===== config.mk =====
export PLATFORM = sky130hd
export DESIGN_NAME = signed_int_to_decimal_ascii_flat
export DESIGN_NICKNAME = d
export VERILOG_FILES = /design/src/rtl/sitd_pkg.sv /design/src/rtl/sitd_in_if.sv /design/src/rtl/sitd_out_if.sv /design/src/rtl/sitd_bcd_step.sv /design/src/rtl/signed_int_to_decimal_ascii.sv /design/src/flat_wrapper.sv
export VERILOG_INCLUDE_DIRS = /design/src /design/src/rtl
export SDC_FILE = /design/constraint.sdc
export NUM_CORES = 1
export LEC_CHECK = 0
export ABC_CLOCK_PERIOD_IN_PS = 6750
export BUFFER_PORTS_ARGS = -buffer_cell sky130_fd_sc_hd__buf_4
export CAP_MARGIN = 20
export CORE_MARGIN = 2
export CORE_UTILIZATION = 45
export CTS_BUF_LIST = sky130_fd_sc_hd__clkbuf_8 sky130_fd_sc_hd__clkbuf_16
export DETAILED_ROUTE_END_ITERATION = 7
export GPL_TIMING_DRIVEN = 0
export PLACE_DENSITY = 0.6
export SYNTH_ARGS = -nofsm -noshare
export SYNTH_HDL_FRONTEND = slang
export SYNTH_SLANG_ARGS = --single-unit

===== constraint.sdc =====
create_clock -name clk_i -period 6.75 [get_ports clk_i]
set_clock_uncertainty 0.2 [all_clocks]
set_input_delay 0.3375 -clock clk_i [delete_from_list [all_inputs] [get_ports clk_i]]
set_output_delay 0.3375 -clock clk_i [all_outputs]
set_load 0.01 [all_outputs]

===== src/rtl/signed_int_to_decimal_ascii_macros.svh =====
// assertion macros for the signed integer to decimal text converter
// used by the rtl files that carry concurrent checks; expects clk_i and rst_ni in scope
`ifndef SIGNED_INT_TO_DECIMAL_ASCII_MACROS_SVH
`define SIGNED_INT_TO_DECIMAL_ASCII_MACROS_SVH

// property checked on every rising clock edge outside reset
`define SITD_ASSERT(name, prop) \
  name: assert property (@(posedge clk_i) disable iff (!rst_ni) prop) \
    else $error("%m: check failed");

// cause in this cycle, effect in the next one
`define SITD_ASSERT_NEXT(name, pre, post) \
  name: assert property (@(posedge clk_i) disable iff (!rst_ni) (pre) |=> (post)) \
    else $error("%m: check failed");

`endif


===== src/rtl/sitd_pkg.sv =====
// shared constants and helpers for the signed integer to decimal text converter
// no dependencies
`default_nettype none

package sitd_pkg;

  // width of the two's complement input value
  localparam int unsigned VALUE_W = 32;

  // decimal digits needed for the largest magnitude, 2^(VALUE_W-1)
  function automatic int unsigned dec_digits(int unsigned w);
    logic [63:0] v;
    int unsigned n;
    v = 64'd1 << (w - 1);
    n = 0;
    for (int i = 0; i < 20; i++) begin
      if (v != 64'd0) begin
        n++;
        v = v / 10;
      end
    end
    return n;
  endfunction

  localparam int unsigned NUM_DIG   = dec_digits(VALUE_W);
  localparam int unsigned BCD_W     = 4 * NUM_DIG;
  localparam int unsigned CNT_W     = $clog2(VALUE_W);
  localparam int unsigned DIG_CNT_W = $clog2(NUM_DIG + 1);

  // character codes
  localparam logic [7:0] CHAR_ZERO  = 8'h30;
  localparam logic [7:0] CHAR_NINE  = 8'h39;
  localparam logic [7:0] CHAR_MINUS = 8'h2D;

endpackage

`default_nettype wire


===== src/rtl/sitd_in_if.sv =====
// input channel: one signed value per transfer
// depends on sitd_pkg
`default_nettype none

interface sitd_in_if import sitd_pkg::*; ();
  logic                      valid;
  logic                      ready;
  logic signed [VALUE_W-1:0] value;

  modport source (output valid, output value, input ready);
  modport sink   (input valid, input value, output ready);
endinterface

`default_nettype wire


===== src/rtl/sitd_out_if.sv =====
// output channel: one ascii character per transfer, last one of a number flagged
// no dependencies
`default_nettype none

interface sitd_out_if ();
  logic       valid;
  logic       ready;
  logic [7:0] ascii_char;
  logic       last_char;

  modport source (output valid, output ascii_char, output last_char, input ready);
  modport sink   (input valid, input ascii_char, input last_char, output ready);
endinterface

`default_nettype wire


===== src/rtl/sitd_bcd_step.sv =====
// one double-dabble step: add-3 correction on each bcd digit of 5 or more, then shift in one binary bit
// depends on sitd_pkg
`default_nettype none

module sitd_bcd_step import sitd_pkg::*; (
  input  wire logic [BCD_W-1:0] bcd_i,
  input  wire logic             bit_i,
  output logic      [BCD_W-1:0] bcd_o
);

  logic [BCD_W-1:0] adj;

  // digits of 5 and above get 3 added so the shift carries correctly
  always_comb begin
    for (int k = 0; k < NUM_DIG; k++) begin
      if (bcd_i[4*k +: 4] >= 4'd5) begin
        adj[4*k +: 4] = bcd_i[4*k +: 4] + 4'd3;
      end else begin
        adj[4*k +: 4] = bcd_i[4*k +: 4];
      end
    end
  end

  // shift left by one with the next magnitude bit
  assign bcd_o = {adj[BCD_W-2:0], bit_i};

endmodule

`default_nettype wire


===== src/rtl/signed_int_to_decimal_ascii.sv =====
// signed integer to decimal ascii text, top level
// depends on sitd_pkg, sitd_in_if, sitd_out_if, sitd_bcd_step and the assertion macros
//
//   channel  | dir | payload                 | per item
//   in_i     | in  | value (32b signed)      | one transfer
//   out_o    | out | ascii_char, last_char   | 1 to 11 transfers
//
// an item runs through the 32 double-dabble steps of the shared bcd adjust/shift unit, then
// one leading-zero skip or digit shift per cycle, then the optional minus sign and the digits;
// output stalls hold the sign and digit states; the output register lets the final character
// wait while the next value is taken in
// reset clears the sequencer and the output valid only
`default_nettype none

`include "signed_int_to_decimal_ascii_macros.svh"

module signed_int_to_decimal_ascii import sitd_pkg::*; (
  input wire logic    clk_i,
  input wire logic    rst_ni,
  sitd_in_if.sink     in_i,
  sitd_out_if.source  out_o
);

  typedef enum logic [4:0] {
    S_IDLE = 5'b00001,
    S_CONV = 5'b00010,
    S_SKIP = 5'b00100,
    S_SIGN = 5'b01000,
    S_EMIT = 5'b10000
  } state_e;

  state_e               state_q, state_d;
  logic [CNT_W-1:0]     bit_cnt_q, bit_cnt_d;
  logic [DIG_CNT_W-1:0] dig_left_q, dig_left_d;
  logic                 out_valid_q, out_valid_d;

  logic [VALUE_W-1:0]   mag_q, mag_d;
  logic [BCD_W-1:0]     bcd_q, bcd_d;
  logic                 neg_q, neg_d;
  logic [7:0]           out_char_q, out_char_d;
  logic                 out_last_q, out_last_d;

  logic [BCD_W-1:0]     bcd_step;
  logic [3:0]           top_dig;
  logic                 in_xfer;
  logic                 out_free;

  // shared conversion unit
  sitd_bcd_step u_step (
    .bcd_i (bcd_q),
    .bit_i (mag_q[VALUE_W-1]),
    .bcd_o (bcd_step)
  );

  assign top_dig  = bcd_q[BCD_W-1 -: 4];
  assign in_xfer  = in_i.valid && in_i.ready;
  assign out_free = !out_valid_q || out_o.ready;

  // handshake outputs
  assign in_i.ready       = (state_q == S_IDLE);
  assign out_o.valid      = out_valid_q;
  assign out_o.ascii_char = out_char_q;
  assign out_o.last_char  = out_last_q;

  // sequencer
  always_comb begin
    state_d     = state_q;
    bit_cnt_d   = bit_cnt_q;
    dig_left_d  = dig_left_q;
    out_valid_d = out_valid_q;
    mag_d       = mag_q;
    bcd_d       = bcd_q;
    neg_d       = neg_q;
    out_char_d  = out_char_q;
    out_last_d  = out_last_q;

    // output register drains on transfer
    if (out_o.ready) begin
      out_valid_d = 1'b0;
    end

    case (state_q)
      S_IDLE: begin
        if (in_xfer) begin
          neg_d     = in_i.value[VALUE_W-1];
          mag_d     = in_i.value[VALUE_W-1] ? (~in_i.value + VALUE_W'(1)) : in_i.value;
          bcd_d     = '0;
          bit_cnt_d = CNT_W'(VALUE_W - 1);
          state_d   = S_CONV;
        end
      end
      S_CONV: begin
        bcd_d = bcd_step;
        mag_d = {mag_q[VALUE_W-2:0], 1'b0};
        if (bit_cnt_q == '0) begin
          dig_left_d = DIG_CNT_W'(NUM_DIG);
          state_d    = S_SKIP;
        end else begin
          bit_cnt_d = bit_cnt_q - CNT_W'(1);
        end
      end
      S_SKIP: begin
        // drop leading zeros, keeping at least one digit
        if (top_dig == 4'd0 && dig_left_q > DIG_CNT_W'(1)) begin
          bcd_d      = {bcd_q[BCD_W-5:0], 4'd0};
          dig_left_d = dig_left_q - DIG_CNT_W'(1);
        end else if (neg_q) begin
          state_d = S_SIGN;
        end else begin
          state_d = S_EMIT;
        end
      end
      S_SIGN: begin
        if (out_free) begin
          out_valid_d = 1'b1;
          out_char_d  = CHAR_MINUS;
          out_last_d  = 1'b0;
          state_d     = S_EMIT;
        end
      end
      S_EMIT: begin
        if (out_free) begin
          out_valid_d = 1'b1;
          out_char_d  = CHAR_ZERO + {4'd0, top_dig};
          out_last_d  = (dig_left_q == DIG_CNT_W'(1));
          bcd_d       = {bcd_q[BCD_W-5:0], 4'd0};
          dig_left_d  = dig_left_q - DIG_CNT_W'(1);
          if (dig_left_q == DIG_CNT_W'(1)) begin
            state_d = S_IDLE;
          end
        end
      end
      default: begin
        state_d = S_IDLE;
      end
    endcase
  end

  // control registers
  always_ff @(posedge clk_i or negedge rst_ni) begin
    if (!rst_ni) begin
      state_q     <= S_IDLE;
      bit_cnt_q   <= '0;
      dig_left_q  <= '0;
      out_valid_q <= 1'b0;
    end else begin
      state_q     <= state_d;
      bit_cnt_q   <= bit_cnt_d;
      dig_left_q  <= dig_left_d;
      out_valid_q <= out_valid_d;
    end
  end

  // datapath registers
  always_ff @(posedge clk_i) begin
    mag_q      <= mag_d;
    bcd_q      <= bcd_d;
    neg_q      <= neg_d;
    out_char_q <= out_char_d;
    out_last_q <= out_last_d;
  end

  // checks
  `SITD_ASSERT_NEXT(a_accept_starts_conv, in_xfer, state_q == S_CONV)
  `SITD_ASSERT(a_pending_char_not_done,
    (out_valid_q && !out_last_q) |-> (state_q == S_SIGN || state_q == S_EMIT))
  `SITD_ASSERT(a_char_code_legal, out_valid_q |-> (out_char_q == CHAR_MINUS ||
    (out_char_q >= CHAR_ZERO && out_char_q <= CHAR_NINE)))
  `SITD_ASSERT(a_emit_has_digits, (state_q == S_EMIT) |-> (dig_left_q != '0))

endmodule

`default_nettype wire


===== src/flat_wrapper.sv =====
// flat-port wrapper written by rule: the top's interface ports become plain ports
module signed_int_to_decimal_ascii_flat import sitd_pkg::*;
  (clk_i, rst_ni, in_i_valid, in_i_value, in_i_ready, out_o_valid, out_o_ascii_char, out_o_last_char, out_o_ready);
  sitd_in_if in_i_i ();
  sitd_out_if out_o_i ();
  input wire logic clk_i;
  input wire logic rst_ni;
  input wire logic [$bits(in_i_i.valid)-1:0] in_i_valid;
  input wire logic [$bits(in_i_i.value)-1:0] in_i_value;
  output wire logic [$bits(in_i_i.ready)-1:0] in_i_ready;
  output wire logic [$bits(out_o_i.valid)-1:0] out_o_valid;
  output wire logic [$bits(out_o_i.ascii_char)-1:0] out_o_ascii_char;
  output wire logic [$bits(out_o_i.last_char)-1:0] out_o_last_char;
  input wire logic [$bits(out_o_i.ready)-1:0] out_o_ready;
  assign in_i_i.valid = in_i_valid;
  assign in_i_i.value = in_i_value;
  assign in_i_ready = in_i_i.ready;
  assign out_o_valid = out_o_i.valid;
  assign out_o_ascii_char = out_o_i.ascii_char;
  assign out_o_last_char = out_o_i.last_char;
  assign out_o_i.ready = out_o_ready;
  signed_int_to_decimal_ascii u_core (.clk_i(clk_i), .rst_ni(rst_ni), .in_i(in_i_i), .out_o(out_o_i));
endmodule

==> flow_summary.rst, run 1 <==
.. list-table::
   :header-rows: 1

   * - Metric
     - Value
   * - Cell Count, Final, Fillers Out
     - 823
   * - Sum of negative setup slack
     - 0 ps
   * - Post-Syn Area
     - 0.005802 mm²
   * - Number of buffers added by the clock tree synthesis step
     - 9
   * - Area fraction of the dominant cell type after synthesis
     - around 41%
   * - Number of violations of the max-capacitance limit
     - 0
   * - Clock sink count
     - 94
   * - Element type at the critical path start
     - register
   * - Via count of the first global-routing pass
     - 4,477
   * - Drt total wl
     - 12,700 µm
   * - Initial antenna violation count
     - 0
   * - Average wire per cell in the routed design
     - 15.43 µm
   * - Number of flip-flops and latches in the synthesized netlist
     - 94
   * - Sum of net half-perimeters after detailed placement
     - approximately 9000 µm
   * - Part of the Yosys area used for sequential elements
     - 47.38%
   * - Maximum number of pins on one net before global-route repair
     - 33
   * - Setup bufs post-CTS
     - 0
   * - Filler instances
     - between 1,000 and 1,500
   * - Sw Pwr
     - approximately 1100 µW
   * - Count of flip-flops with a built-in enable after synthesis
     - around 80
   * - Antenna violation net count after detailed routing
     - 0
   * - Die W
     - approximately 120 µm
   * - First-pass DRT Iterations
     - 4
   * - TritonCTS clock tree
     - built
   * - Static Leakage
     - 0.002500 µW
   * - Height of the die
     - 117.5 µm
   * - Setup repair after global routing missed its margin
     - no
   * - Proportion of power drawn by combinational gates
     - 40.9%
   * - Synthesized instance count
     - 588
   * - Most used routing layer in global routing
     - met2
   * - Weighted congestion at the end of routability-driven global placement
     - approximately 0.83
   * - Global-route wire length before repair
     - 21,980 µm
   * - Clock transition time at the flip-flop clock pins of the worst setup and hold paths
     - about 70 ps
   * - Worst vdd ir
     - between 0.15 and 0.2 mV
   * - Area of the die
     - approximately 0.014 mm²
   * - Mean Syn Cell Area
     - between 9 and 10 µm²
   * - Overall overflow remaining after global route
     - 0
   * - Number of antenna diodes
     - 0
   * - Count of pins on the block boundary
     - 47
   * - Total via count in the routed design
     - around 4,500
   * - Final slew viol count
     - 0
   * - Global-route met3 utilization
     - 3.828%
   * - Fraction of the cycle the final worst path needs
     - 42.13%
   * - CP Data Required Time
     - 6610 ps
   * - Clk Latency, worst-skew pair
     - roughly 350 ps
   * - Critical Setup Path Class
     - register to register
   * - Root buffer cell
     - sky130_fd_sc_hd__clkbuf_16
   * - Met1 demand-to-capacity share in global routing
     - 26.24%
   * - Proportion of synthesized flip-flops having asynchronous set or reset
     - 15.96%
   * - Area growth from synthesis to final layout
     - 15.20%
   * - Dominant cells by area after synthesis
     - sky130_fd_sc_hd__edfxtp_1 41%, sky130_fd_sc_hd__dfrtp_1 6.0%, sky130_fd_sc_hd__o21ai_0 5.4%, sky130_fd_sc_hd__ha_1 5.2%, sky130_fd_sc_hd__nand2_1 4.7%
   * - Slew of the pin with the lowest slew margin
     - a little under 800 ps
   * - Portion of total power attributed to sequential cells
     - 41.8%
   * - Post-synthesis cell type with the largest combined area
     - sky130_fd_sc_hd__edfxtp_1
   * - Number of warnings reported in the yosys synthesis log
     - 0
   * - Fmax achieved
     - about 0.35 GHz
   * - Initial Util
     - between 40% and 50%
   * - Core outline area
     - around 0.013 mm²
   * - Switching Share
     - 39.47%
   * - Number of hold-slack violations in the final timing report
     - 0
   * - Share of layout cells above drive strength 1
     - ~15%
   * - P_int
     - around 1700 µW
   * - FP Rows
     - 41
   * - Count of H-tree levels built during CTS
     - 3
   * - Worst Path Max Fanout
     - 18
   * - Post-detailed-route DRC marker count
     - 0
   * - Max transition margin
     - roughly half
   * - Endpoint type of the worst setup path
     - register
   * - All-layer global routing usage
     - roughly 20%
   * - Number of nets in the final layout
     - 706
   * - Critical path arrival
     - 2700 ps
   * - Power density of the placed cells
     - between 400 and 500 mW/mm²
   * - Run status
     - finished clean
   * - Number of cells upsized or downsized after cts
     - 0
   * - CTS Buffer Depth
     - 2
   * - # port buffers
     - 43
   * - Setup-failing EPs final
     - 0
   * - Met2 Resource Use GR
     - approximately 32%
   * - Worst min-delay path class
     - primary input to register
   * - Post-layout minimum cycle time
     - roughly 2800 ps
   * - Post-synth cell types
     - between 60 and 70
   * - Clock network fraction of total power
     - 17.2%
   * - Drt first-iter violations
     - 266
   * - Vias/cell
     - between 5 and 6
   * - Placed insts
     - between 800 and 900
   * - Most common flop cell mapped by yosys
     - sky130_fd_sc_hd__edfxtp_1
[layer usage]
metal  share of wire, %  vias to the layer above
met5                  0                        -
met1                 48                     2177
met4                1.0                        0
li1                   -                     2237
met3                3.2                        9
met2                 48                       86
[worst max-delay path: stages, from the launching register on]
cell	delay (ps)
sky130_fd_sc_hd__dfrtp_1	360
sky130_fd_sc_hd__buf_2	180
sky130_fd_sc_hd__or3_4	420
sky130_fd_sc_hd__or2_4	270
sky130_fd_sc_hd__buf_6	140
sky130_fd_sc_hd__buf_6	150
sky130_fd_sc_hd__nand2_1	570
sky130_fd_sc_hd__buf_16	240
[power groups by stage]
stage / combinational [µW] / clock, µW / sequential, µW
2_1_floorplan: 838 / 0 / 1150
3_3_place_gp: 1070 / 0 / 1200
3_5_place_dp: 1160 / 0 / 1190
4_1_cts: 1170 / 500 / 1180
5_1_grt: 1320 / 523 / 1220
6_report: 1160 / 487 / 1180
[sequential cells by signal, summed over array words and instances, names as in the netlist]
| signal | cells |
|---|---|
| u_core.out_o.ascii_char | 5 |
| u_core.mag_q | 32 |
| u_core.out_o.valid | 1 |
| u_core.bit_cnt_q | 5 |
| u_core.bcd_q | 40 |
| u_core.state_q | 5 |
| u_core.neg_q | 1 |
| u_core.dig_left_q | 4 |
| u_core.out_o.last_char | 1 |
[cells in the final DEF (no fill, tap or decap), types with 19 or more instances in the layout]
| cell | n |
|---|---|
| sky130_fd_sc_hd__a21oi_1 | 47 |
| sky130_fd_sc_hd__buf_4 | 47 |
| sky130_fd_sc_hd__edfxtp_1 | 79 |
| sky130_fd_sc_hd__ha_1 | 24 |
| sky130_fd_sc_hd__inv_1 | 31 |
| sky130_fd_sc_hd__nand2_1 | 72 |
| sky130_fd_sc_hd__nand2b_1 | 19 |
| sky130_fd_sc_hd__nor2_1 | 38 |
| sky130_fd_sc_hd__nor3b_1 | 20 |
| sky130_fd_sc_hd__o21ai_0 | 63 |
| sky130_fd_sc_hd__xor2_1 | 28 |
[cell usage after synthesis, types with 4 or more instances]
cell                        n
sky130_fd_sc_hd__o31ai_2    5
sky130_fd_sc_hd__o41ai_1    5
sky130_fd_sc_hd__buf_6      5
sky130_fd_sc_hd__nor3_1     7
sky130_fd_sc_hd__buf_4      4
sky130_fd_sc_hd__nand3_1   10
sky130_fd_sc_hd__o31ai_1   10
sky130_fd_sc_hd__nand2_1   72
sky130_fd_sc_hd__dfrtp_1   14
sky130_fd_sc_hd__nand4_1    8
sky130_fd_sc_hd__nor2_1    39
sky130_fd_sc_hd__nand2b_1  19
sky130_fd_sc_hd__clkbuf_1  12
sky130_fd_sc_hd__nor4_1     5
sky130_fd_sc_hd__buf_2      4
sky130_fd_sc_hd__ha_1      24
sky130_fd_sc_hd__a211o_1    6
sky130_fd_sc_hd__inv_1     31
sky130_fd_sc_hd__o21ai_0   63
sky130_fd_sc_hd__o21ai_1    8
sky130_fd_sc_hd__nor3b_1   20
sky130_fd_sc_hd__xor2_1    28
sky130_fd_sc_hd__xnor2_1   13
sky130_fd_sc_hd__a21oi_1   47
sky130_fd_sc_hd__edfxtp_1  79
sky130_fd_sc_hd__nor2b_1    5
[repair_timing]
action | CTS | global route
hold buffers | 1 | 0
endpoints found under the setup margin | 0 | 0
hold endpoints to repair | 15 | 0
[final cells by class]
cell class / count / area (µm²) / area share [%]
timing repair buffer: 46 / 380.4 / 5.691
buffer: 25 / 151.4 / 2.265
multi-input combinational: 439 / 2796 / 41.84
inverter: 31 / 116.4 / 1.741
tap: 172 / 215.2 / 3.220
sequential: 94 / 2749 / 41.13
clock inverter: 6 / 36.28 / 0.5429
clock buffer: 10 / 239.0 / 3.575
[logic make-up (layout without fill, tap and decap cells)]
kind of cell    Yosys count  after routing  synth area share (%)
mux                       2              2                0.3666
compound gates          161            161                 17.34
simple gates            208            208                 18.81
buf+inv                  56            118                 4.615
other cells               2              3                0.1294
fa+ha+maj                24             24                 5.176
flops                    94             94                 47.38
xor+xnor                 41             41                 6.189
[path summary, 6_finish.rpt]
kind	startpoint	endpoint	slack, ps	cells after the start
worst max-delay path	u_core.state_q[3]$_DFFE_PN0P_	u_core.mag_q[14]$_DFFE_PP_	3910	7
worst min-delay path	in_i_value[31]	u_core.neg_q$_DFFE_PP_	60	1
worst max register to register	u_core.state_q[3]$_DFFE_PN0P_	u_core.mag_q[14]$_DFFE_PP_	3910	7
worst min register to register	u_core.bit_cnt_q[4]$_DFFE_PN0P_	u_core.bit_cnt_q[4]$_DFFE_PN0P_	300	2
max in group asynchronous	rst_ni	u_core.state_q[0]$_DFFE_PN1P_	5910	2
min in group asynchronous	rst_ni	u_core.bit_cnt_q[3]$_DFFE_PN0P_	190	2
[per-stage QoR]
| step | hold slack (ps) | area (µm²) | power (µW) | utilization, % | worst slack (ps) |
|---|---|---|---|---|---|
| final | 59.24 | 6684 | 2827 | 52.96 | 3906 |
| after global routing | 34.66 | 6684 | 3056 | 52.96 | 3709 |
| after CTS | 38.69 | 6684 | 2853 | 52.96 | 3879 |
| after detailed placement | 9.871 | 6399 | 2354 | 50.70 | 3885 |
| after global placement | 5.314 | 6344 | 2272 | 50.27 | 1850 |
| after floorplan | -158.1 | 5806 | 1986 | - | 3014 |
No activity file was read; power rests on OpenSTA's default activity.
==> run 2: changes to the inputs <==
Settings changed: ABC_CLOCK_PERIOD_IN_PS 6750 to 2890.
Clock period 6.75 ns to 2.89 ns, I/O delays scaled along.
==> run 2 against run 1 <==
  * Hold slack got worse by 50 ps
  * Count of clock-buffer cells in the layout did not move
  * Register-to-register slack got worse by 3600 ps
  * Sequential share of layout area decreased by 1.5 points
  * Via count grew 3.2%
  * Setup slack worse by 3600 ps
  * Global-route usage shrank 0.14 points
  * Non-clock buffer count increased by 23
  * Highest routed layer unchanged
==> flow_summary.rst, run 2 (synthesized netlist as in run 1, its figures left out) <==
.. list-table::
   :header-rows: 1

   * - Metric
     - Value
   * - Run status
     - finished clean
   * - Number of violations of the max-capacitance limit
     - 0 (unchanged)
   * - Area growth from synthesis to final layout
     - 19.54%
   * - CTS Buffer Depth
     - 2 (unchanged)
   * - Initial Util
     - 45.97% (unchanged)
   * - Cell-by-cell listing of the critical path
     - buf_2, or3_4, nor2_2, buf_2, o31ai_1, nor2_4, buf_12
   * - Fraction of the cycle the final worst path needs
     - 90.67% (+49 points)
   * - Vias/cell
     - 5.499 (+0.37%)
   * - Total via count in the routed design
     - 4,652 (+3.2%)
   * - Drt total wl
     - 12,960 µm (+2.1%)
   * - Overall overflow remaining after global route
     - 0 (unchanged)
   * - Critical path arrival
     - 2460 ps (-240 ps)
   * - Count of H-tree levels built during CTS
     - 3 (unchanged)
   * - Max stage delay cell, worst path
     - sky130_fd_sc_hd__or3_4
   * - Number of antenna diodes
     - 0 (unchanged)
   * - Post-route design area
     - 0.006935 mm² (+3.8%)
   * - Highest cell delay on the worst timing path
     - 420 ps (-150 ps)
   * - All-layer global routing usage
     - 19.42% (-0.14 points)
   * - Height of the die
     - 117.5 µm (unchanged)
   * - Max transition margin
     - 53.26% (+4.6 points)
   * - TritonCTS clock tree
     - built
   * - Critical Setup Path Class
     - register to register
   * - Number of nets in the final layout
     - 729 (+3.3%)
   * - Worst min-delay path class
     - primary input to register
   * - Global-route wire length before repair
     - 21,740 µm (-1.1%)
   * - Maximum number of pins on one net before global-route repair
     - 32 (-3.0%)
   * - Number of buffers added by the clock tree synthesis step
     - 9 (unchanged)
   * - Average wire per cell in the routed design
     - 15.32 µm (-0.67%)
   * - Fmax achieved
     - 0.3816 GHz (+8.5%)
   * - Static Leakage
     - 0.002610 µW (+4.4%)
   * - Post-layout minimum cycle time
     - 2620 ps (-223.5 ps)
   * - Setup-failing EPs final
     - 0 (unchanged)
   * - Antenna violation net count after detailed routing
     - 0 (unchanged)
   * - Share of layout cells above drive strength 1
     - 15.13% (+0.23 points)
   * - Root buffer cell
     - sky130_fd_sc_hd__clkbuf_16
   * - Setup repair after global routing missed its margin
     - no
   * - Worst vdd ir
     - 0.3825 mV (+150%)
   * - CP Data Required Time
     - 2730 ps (-3880 ps)
   * - Area of the die
     - 0.01382 mm² (unchanged)
   * - Drt first-iter violations
     - 266 (unchanged)
   * - FP Rows
     - 41 (unchanged)
   * - Most common cell after layout, fill and taps aside
     - sky130_fd_sc_hd__edfxtp_1
   * - Sum of net half-perimeters after detailed placement
     - 8946 µm (-0.71%)
   * - # port buffers
     - 43 (unchanged)
   * - Post-detailed-route DRC marker count
     - 0 (unchanged)
   * - Clock sink count
     - 94 (unchanged)
   * - Initial antenna violation count
     - 0 (unchanged)
   * - Count of pins on the block boundary
     - 47 (unchanged)
   * - Clk Latency, worst-skew pair
     - 350 ps (about the same)
   * - Final slew viol count
     - 0 (unchanged)
   * - Element type at the critical path start
     - register
   * - Top Registers
     - u_core.bcd_q (40), u_core.mag_q (32)
   * - Top reg by flops
     - u_core.bcd_q
   * - Weighted congestion at the end of routability-driven global placement
     - 0.8657 (+4.6%)
   * - Via count of the first global-routing pass
     - 4,472 (-0.11%)
   * - Endpoint type of the worst setup path
     - register
   * - Slew of the pin with the lowest slew margin
     - 698.8 ps (-69.57 ps)
   * - Clock transition time at the flip-flop clock pins of the worst setup and hold paths
     - 70 ps (about the same)
   * - Number of hold-slack violations in the final timing report
     - 0 (unchanged)
   * - Placed insts
     - 806 (unchanged)
   * - Worst Path Max Fanout
     - 31 (+13)
   * - Die W
     - 117.5 µm (unchanged)
   * - Power density of the placed cells
     - 975.8 mW/mm² (+130%)
   * - Number of flip-flops in the largest register
     - 40 (unchanged)
   * - Core outline area
     - 0.01262 mm² (unchanged)
   * - Cell with the most instances on the worst path
     - sky130_fd_sc_hd__buf_2
   * - Top library cells by usage in the layout, fill and taps aside
     - 79 x sky130_fd_sc_hd__edfxtp_1, 71 x sky130_fd_sc_hd__nand2_1, 63 x sky130_fd_sc_hd__o21ai_0, 50 x sky130_fd_sc_hd__buf_4, 47 x sky130_fd_sc_hd__a21oi_1
   * - Placed Instance Area
     - 0.006399 mm² (unchanged)
   * - Cell Count, Final, Fillers Out
     - 846 (+2.8%)
   * - First-pass DRT Iterations
     - 4 (unchanged)
[run 2: cell types whose count changed in the layout (fill, tap and decap cells not counted), sizes merged]
cell | previous run | this run
inv | 32 | 31
dlygate4sd3 | 1 | 21
buf | 58 | 61
bufinv | 0 | 1
[run 2: area by class of cell]
cell class,count,area [µm²]
multi-input combinational,439,2799
clock inverter,6,61.31
tap,172,215.2
timing repair buffer,69,603.1
clock buffer,10,239.0
inverter,31,116.4
sequential,94,2749
fill,1160,5684
buffer,25,152.6
[run 2: worst max-delay path: cells and delay by family, from the launching register on]
kind | cells | cell delay [ps]
buffers and inverters | 3 | 710
flip-flops | 1 | 360
AND/OR/NAND/NOR | 3 | 890
AO/OA/AOI/OAI | 1 | 150
[run 2: what timing repair did]
item,in CTS,in global routing
gates resized for setup,0,3
hold buffers,21,0
setup endpoints to repair,0,46
hold endpoints to repair,36,0
setup buffers,0,3
[run 2: final timing paths]
path	endpoint	slack, ps	depth (start not counted)	startpoint
hold / removal	u_core.mag_q[11]$_DFFE_PP_	9	3	in_i_value[11]
max in group asynchronous	u_core.dig_left_q[0]$_DFFE_PN0P_	1310	3	rst_ni
hold reg to reg	u_core.bit_cnt_q[4]$_DFFE_PN0P_	290	2	u_core.bit_cnt_q[4]$_DFFE_PN0P_
setup reg to reg	u_core.bcd_q[32]$_DFFE_PP_	270	7	u_core.state_q[3]$_DFFE_PN0P_
min in group asynchronous	u_core.state_q[0]$_DFFE_PN1P_	70	2	rst_ni
setup / recovery	u_core.bcd_q[32]$_DFFE_PP_	270	7	u_core.state_q[3]$_DFFE_PN0P_
[run 2: stage by stage]
stage | utilization, % | setup TNS (ps) | hold slack, ps | total power, µW | setup slack [ps]
final | 54.96 | 0 | 8.827 | 6767 | 269.6
after CTS | 54.75 | 0 | 1.085 | 6740 | 36.73
after detailed placement | 50.70 | 0 | -184.6 | 5476 | 50.17
after floorplan | - | 0 | -351.1 | 4633 | 167.6
after global placement | 50.33 | -23780 | -186.9 | 5287 | -373.6
after global routing | 54.96 | 0 | 25.47 | 7274 | 139.1
[run 2: routing by layer]
| layer | share of wire [%] | global-route usage (%) | wire (µm) |
|---|---|---|---|
| met3 | 4.0 | 2.616 | 521 |
| met5 | 0 | 0 | 0 |
| met4 | 1.3 | 7.003 | 175 |
| met1 | 46 | 25.78 | 5981 |
| met2 | 48 | 32.64 | 6284 |
[run 2: power by group]
| group | switching (µW) | internal (µW) |
|---|---|---|
| registers | 426 | 2330 |
| logic | 1660 | 1130 |
| clock network | 529 | 692 |
| total | 2610 | 4150 |
